--- config.mk ---
export PLATFORM = sky130hd
export DESIGN_NAME = ggoa_ctrl
export DESIGN_NICKNAME = d
export VERILOG_FILES = /design/src/rtl/ggoa_pkg.sv /design/src/rtl/ggoa_ctrl.sv
export SDC_FILE = /design/constraint.sdc
export NUM_CORES = 1
export LEC_CHECK = 0
export BUFFER_PORTS_ARGS = -buffer_cell sky130_fd_sc_hd__buf_2
export CORE_MARGIN = 5
export CORE_UTILIZATION = 40
export CTS_BUF_LIST = sky130_fd_sc_hd__clkbuf_16
export DETAILED_ROUTE_END_ITERATION = 6
export PLACE_DENSITY_LB_ADDON = 0.05
export SLEW_MARGIN = 20
export SYNTH_ARGS = -nofsm -noshare
export SYNTH_HDL_FRONTEND = slang
export SYNTH_SLANG_ARGS = --single-unit
export TNS_END_PERCENT = 100
--- constraint.sdc ---
create_clock -name clock -period 2.5 [get_ports clock]
set_clock_uncertainty 0.1 [all_clocks]
set_input_delay 0.5 -clock clock [delete_from_list [all_inputs] [get_ports clock]]
set_output_delay 0.5 -clock clock [all_outputs]
set_load 0.1 [all_outputs]
--- src/rtl/ggoa_pkg.sv ---
`timescale 1ns / 1ps
// Shared types and constants for the greedy grid owner assigner.
// No dependencies; every other rtl file but ggoa_if takes names from here by scope.
package ggoa_pkg;

   localparam int LOAD_W     = 62;
   localparam int COST_W     = 48;
   localparam int PEN_W      = 50;
   localparam int SCORE_W    = 77;
   localparam int CSR_ADDR_W = 4;
   localparam int CSR_DATA_W = 32;

   localparam logic [LOAD_W-1:0] LOAD_MAX   = {LOAD_W{1'b1}};
   localparam logic [COST_W-1:0] COST_FLOOR = COST_W'(8);

   localparam int COST_CYCLES  = 4;
   localparam int DRAIN_CYCLES = 4;

   localparam logic [1:0] REG_GRID_ROWS       = 2'd0;
   localparam logic [1:0] REG_GRID_COLS       = 2'd1;
   localparam logic [1:0] REG_AFFINITY_WEIGHT = 2'd2;

   localparam logic FUNC_CLEAR = 1'b0;

   typedef enum logic [2:0] {
      ST_RESET_SWEEP,
      ST_IDLE,
      ST_COST,
      ST_SCAN,
      ST_DRAIN,
      ST_COMMIT,
      ST_CLEAR_SWEEP,
      ST_CLEAR_DONE
   } state_type;

   typedef struct packed {
      logic capture;
      logic scan_start;
      logic scan_valid;
      logic sweep;
      logic commit;
      logic emit;
      logic emit_zero;
      logic rows_multi;
   } cmd_type;

endpackage

--- src/rtl/ggoa_ctrl.sv ---
`timescale 1ns / 1ps
// Controller: sequences cost, cell scan, drain, commit and clearing sweeps.
// Depends on ggoa_pkg; drives the datapath through ggoa_pkg::cmd_type.
module ggoa_ctrl #(
   parameter int MAX_TASKS     = 1024,
   parameter int MAX_GRID_ROWS = 8,
   parameter int MAX_GRID_COLS = 8,
   localparam int RW        = (MAX_GRID_ROWS > 1) ? $clog2(MAX_GRID_ROWS) : 1,
   localparam int CW        = (MAX_GRID_COLS > 1) ? $clog2(MAX_GRID_COLS) : 1,
   localparam int CELLS     = MAX_GRID_ROWS * MAX_GRID_COLS,
   localparam int SWEEP_LEN = (MAX_TASKS > CELLS) ? MAX_TASKS : CELLS,
   localparam int SW        = $clog2(SWEEP_LEN)
) (
   input  logic                clock,
   input  logic                reset,
   input  logic                req_valid,
   input  logic                req_func,
   output logic                req_ready,
   output logic                rsp_valid,
   input  logic                rsp_ready,
   input  logic [3:0]          grid_rows,
   input  logic [3:0]          grid_cols,
   output ggoa_pkg::cmd_type   cmd,
   output logic [RW-1:0]       scan_row,
   output logic [CW-1:0]       scan_col,
   output logic [SW-1:0]       sweep_addr
);
   ggoa_pkg::state_type state_ff, state_in;
   logic [2:0]    cnt_ff, cnt_in;
   logic [SW-1:0] sweep_ff, sweep_in;
   logic [RW-1:0] row_ff, row_in, last_row;
   logic [CW-1:0] col_ff, col_in, last_col;
   logic          rsp_valid_ff, rsp_valid_in;
   logic          out_free, sweep_end, scan_end;

   always_comb begin
      if (grid_rows == 4'd0) begin
         last_row = '0;
      end else if (32'(grid_rows) > MAX_GRID_ROWS) begin
         last_row = RW'(MAX_GRID_ROWS - 1);
      end else begin
         last_row = RW'(grid_rows - 4'd1);
      end
      if (grid_cols == 4'd0) begin
         last_col = '0;
      end else if (32'(grid_cols) > MAX_GRID_COLS) begin
         last_col = CW'(MAX_GRID_COLS - 1);
      end else begin
         last_col = CW'(grid_cols - 4'd1);
      end
   end

   assign out_free  = !rsp_valid_ff || rsp_ready;
   assign sweep_end = (sweep_ff == SW'(SWEEP_LEN - 1));
   assign scan_end  = (row_ff == last_row) && (col_ff == last_col);

   always_comb begin
      state_in = state_ff;
      case (state_ff)
         ggoa_pkg::ST_RESET_SWEEP: if (sweep_end) state_in = ggoa_pkg::ST_IDLE;
         ggoa_pkg::ST_IDLE: begin
            if (req_valid) begin
               state_in = (req_func == ggoa_pkg::FUNC_CLEAR) ? ggoa_pkg::ST_CLEAR_SWEEP
                                                              : ggoa_pkg::ST_COST;
            end
         end
         ggoa_pkg::ST_COST: begin
            if (cnt_ff == 3'(ggoa_pkg::COST_CYCLES - 1)) state_in = ggoa_pkg::ST_SCAN;
         end
         ggoa_pkg::ST_SCAN: if (scan_end) state_in = ggoa_pkg::ST_DRAIN;
         ggoa_pkg::ST_DRAIN: begin
            if (cnt_ff == 3'(ggoa_pkg::DRAIN_CYCLES - 1)) state_in = ggoa_pkg::ST_COMMIT;
         end
         ggoa_pkg::ST_COMMIT: if (out_free) state_in = ggoa_pkg::ST_IDLE;
         ggoa_pkg::ST_CLEAR_SWEEP: if (sweep_end) state_in = ggoa_pkg::ST_CLEAR_DONE;
         ggoa_pkg::ST_CLEAR_DONE: if (out_free) state_in = ggoa_pkg::ST_IDLE;
         default: state_in = ggoa_pkg::ST_IDLE;
      endcase
   end

   always_comb begin
      cnt_in   = '0;
      sweep_in = '0;
      row_in   = '0;
      col_in   = '0;
      if ((state_ff == ggoa_pkg::ST_COST || state_ff == ggoa_pkg::ST_DRAIN)
          && state_in == state_ff) begin
         cnt_in = cnt_ff + 3'd1;
      end
      if ((state_ff == ggoa_pkg::ST_RESET_SWEEP || state_ff == ggoa_pkg::ST_CLEAR_SWEEP)
          && !sweep_end) begin
         sweep_in = sweep_ff + SW'(1);
      end
      if (state_ff == ggoa_pkg::ST_SCAN && !scan_end) begin
         if (col_ff == last_col) begin
            row_in = row_ff + RW'(1);
         end else begin
            row_in = row_ff;
            col_in = col_ff + CW'(1);
         end
      end
   end

   always_comb begin
      cmd            = '0;
      cmd.rows_multi = (last_row != '0);
      req_ready      = 1'b0;
      case (state_ff)
         ggoa_pkg::ST_IDLE: begin
            req_ready   = 1'b1;
            cmd.capture = req_valid;
         end
         ggoa_pkg::ST_COST:  cmd.scan_start = 1'b1;
         ggoa_pkg::ST_SCAN:  cmd.scan_valid = 1'b1;
         ggoa_pkg::ST_COMMIT: begin
            cmd.commit = out_free;
            cmd.emit   = out_free;
         end
         ggoa_pkg::ST_RESET_SWEEP, ggoa_pkg::ST_CLEAR_SWEEP: cmd.sweep = 1'b1;
         ggoa_pkg::ST_CLEAR_DONE: begin
            cmd.emit      = out_free;
            cmd.emit_zero = out_free;
         end
         default: cmd = '0;
      endcase
   end

   assign rsp_valid_in = cmd.emit || (rsp_valid_ff && !rsp_ready);

   always_ff @(posedge clock) begin
      if (reset) begin
         state_ff     <= ggoa_pkg::ST_RESET_SWEEP;
         cnt_ff       <= '0;
         sweep_ff     <= '0;
         row_ff       <= '0;
         col_ff       <= '0;
         rsp_valid_ff <= 1'b0;
      end else begin
         state_ff     <= state_in;
         cnt_ff       <= cnt_in;
         sweep_ff     <= sweep_in;
         row_ff       <= row_in;
         col_ff       <= col_in;
         rsp_valid_ff <= rsp_valid_in;
      end
   end

   assign rsp_valid  = rsp_valid_ff;
   assign scan_row   = row_ff;
   assign scan_col   = col_ff;
   assign sweep_addr = sweep_ff;

   a_emit_free: assert property (@(posedge clock) disable iff (reset)
      cmd.emit |-> (!rsp_valid_ff || rsp_ready))
      else $error("result emitted over an untaken result");
   a_scan_bounds: assert property (@(posedge clock) disable iff (reset)
      cmd.scan_valid |-> (row_ff <= last_row && col_ff <= last_col))
      else $error("scan index beyond active grid");
   a_commit_after_drain: assert property (@(posedge clock) disable iff (reset)
      (state_ff == ggoa_pkg::ST_COMMIT && $past(state_ff) != ggoa_pkg::ST_COMMIT)
      |-> $past(state_ff) == ggoa_pkg::ST_DRAIN)
      else $error("commit entered without draining the scan pipeline");
   a_capture_next: assert property (@(posedge clock) disable iff (reset)
      cmd.capture |=> (state_ff == ggoa_pkg::ST_COST || state_ff == ggoa_pkg::ST_CLEAR_SWEEP))
      else $error("accepted request did not start work");

endmodule

==> results.yml <==
status:
  status: "complete, no violations"
place:
  dp_hpwl_um: 2290
  gp_congestion: 0.734
  place_worst_setup_slack_ns: 0.00893
  placedInstanceArea_um2: 1700
  dpl.cell_count: 248
  io_buffer_count: 38
final_layout:
  fillers: 333
  fin_cells: 252
  fin_util_pct: 53.2
  antenna_cells: 0
  drive_gt1_share_pct: 31.6
  finalInstanceArea_um2: 1780
  syn_to_final_growth_pct: 27.8
  most-common-layout-cells: "buf_2, nor2_1, dfxtp_1, inv_1, xnor2_1"
  layout_commonest_cell: "buf_2"
  nets: 227
drt:
  ant_nets: 0
  drt_first_pass_iters: 4
  routed_via_density: 4.95
  routed_wl_um: 2840
  dr.first_iter.drc_count: 46
  post-route-drc-count: 0
  post_drt_wl_per_cell_um: 11.3
  vias: 1247
global_routing:
  grt_pass1_vias: 1168
  grt_start_max_net_pins: 13
  antenna_found_initial: 0
  grt_overflow: 0
  track_usage_pct: 13.5
  grt_pass1_wl_um: 4940
sta:
  fin_ws_ns: 0.202
  rsz0062_at_grt: "false"
  setup_tns_ns: 0
  hold_violations: 0
  final-max-slew-violation-count: 0
  setup_viol: 0
  worstMarginPinSlew_ns: 0.517
  period_minus_slack_ns: 2.30
  fin_crit_sh_pct: 91.9
  slew_headroom_pct: 65.3
  max_freq_ghz: 0.435
cts:
  path_clk_slew_ns: 0.05
  cts.root.buffer_cell: "clkbuf_16"
  clk_latency_ns: 0.25
  cts_hold_buf: 0
  cts.sinks: 23
  postCtsSetupBuffers: 0
  cts_tree: "yes"
  cts_buffer_depth: 2
  cts_resized: 0
  cts_max_level: 1
  cts_made_buffers: 3
pwr:
  peakVddDrop_uv: 385
  leakage_uw: 0.000811
  p_per_area_nw_per_um2: 471
critical_path:
  path_class: "in2out"
  cp_top_family: "compound AO/OA/AOI/OAI gates"
  r2r_start: "scan_col[1]"
  cp_slowest_cell: "ha_1"
  r2r_slack_ns: 0.58
  crit_chain: "buf_2 -> inv_1 -> ha_1 -> a21oi_1 -> o21ai_0 -> a21oi_4 -> buf_12"
  required_ns: 1.90
  reg2reg_depth: 6
  r2r_end: "scan_row[0]"
  crit_path_max_fanout: 8
  crit_arrival_ns: 1.70
  slowest_delay_ns: 0.32
  start_kind: "primary input"
  end_kind: "primary output"
  critPathBufInv: 3
synth:
  ys_types: 42
  synthCells: 166
  syn-cell-area_um2: 1390
  yosysWarnings: 0
  ys.flop_type: "dfxtp_1"
  yosysTopAreaCell: "dfxtp_1"
  ys_ff_latch: 23
  syn_avg_cell_area_um2: 8.37
  synth_top_area_share_pct: 33.2
  synth_seq_area_share_pct: 33.2
  synth_fp_nets: 186
  async_flop_share_pct: 0
  synth_edf_count: 0
  yosys-top-cells-area: "dfxtp_1, nor2_1, ha_1"
hold_path:
  worstHoldPathCells: 1
  holdCritPathClass: "reg2reg"
  worstHoldStart: "cnt_ff[0]"
  holdPathEnd: "cnt_ff[0]"
die:
  rows: 21
  pin_count: 39
  die_h_um: 68.9
  dieWidth_um: 68.9
  start_util_pct: 41.6
  coreArea_um2: 3340
  die_area_um2: 4750
job:
  maxCapViolations: 0
==> flip-flops by register name, summed over array words and instances, names as in the netlist <==
| register | count |
|---|---|
| sweep_addr | 10 |
| scan_row | 3 |
| state_ff | 3 |
| cnt_ff | 3 |
| scan_col | 3 |
| rsp_valid | 1 |
==> worst reg2reg max path: stages, from the launching register on <==
cell and delay, ns:
dfxtp_2 0.40, or4b_1 0.46, o311ai_1 0.11, o2bb2ai_2 0.19
o21ai_4 0.10, o31ai_4 0.36, nor2_1 0.09
==> area by class of cell <==
type	instances	area, µm²	area share, %
multi-input cells	125	900	50.7
clock inverters	1	3.75	0.211
well taps	46	57.6	3.24
flip-flops and latches	23	463	26.1
clock buffers	3	75.1	4.23
inverters	13	48.8	2.75
repair buffers	41	228	12.8
==> cell usage after synthesis (2+ instances only) <==
library cell  count
nand2_1           7
a31oi_1           2
xnor2_1           8
xor2_1            6
a22o_1            2
nor2_1           31
inv_1            13
clkbuf_1          3
nand3_1           6
and3_1            4
o21ai_0           5
and4bb_2          2
nand2b_1          2
nor2b_1           5
nand4b_1          2
dfxtp_1          23
o21ai_2           2
and2_1            2
ha_1              7
a31o_2            2
o211ai_1          2
a21oi_1           4
buf_2             2
nor3_1            6
==> worst max path at each step <==
| stage | startpoint | end | cells after the start |
|---|---|---|---|
| 4_1_cts | state_ff[2] | cmd[0] | 4 |
| 6_report | grid_rows[0] | cmd[0] | 7 |
| 3_3_place_gp | grid_cols[0] | state_ff[0] | 9 |
| 2_1_floorplan | state_ff[2] | cmd[3] | 4 |
| 5_1_grt | state_ff[2] | cmd[0] | 4 |
| 3_5_place_dp | grid_cols[0] | scan_row[1] | 9 |
==> per-stage QoR <==
step / power (µW) / hold slack (ns)
4_1_cts: 853 / 0.323
3_5_place_dp: 516 / 0.314
6_report: 837 / 0.324
5_1_grt: 879 / 0.355
3_3_place_gp: 512 / 0.306
2_1_floorplan: 479 / 0.299
==> where the power goes <==
part	switching [µW]	internal [µW]	leakage [µW]
Clock	117	213	0.0000423
Sequential	4.78	371	0.000187
Combinational	87.5	43.2	0.000582
Total	210	627	0.000811
==> per-layer routing <==
metal / vias up / GRT usage (%) / wire (µm)
li1: 653 / - / -
met1: 574 / 16.8 / 1340
met5: - / 0 / 0
met2: 18 / 22.5 / 1350
met4: 0 / 3.65 / 27
met3: 2 / 3.89 / 122
==> cells by family (layout without fill, tap and decap cells) <==
family          Yosys count  count (layout)  synth area share [%]
flops                    23              23                  33.2
mux                       1               1                 0.721
compound gates           29              29                  17.4
xor+xnor                 15              15                  10.0
simple gates             71              71                  25.9
fa+ha+maj                 9               9                  7.84
buf+inv                  18              58                  5.05
Note: power is estimated with default switching activity, not from simulation.
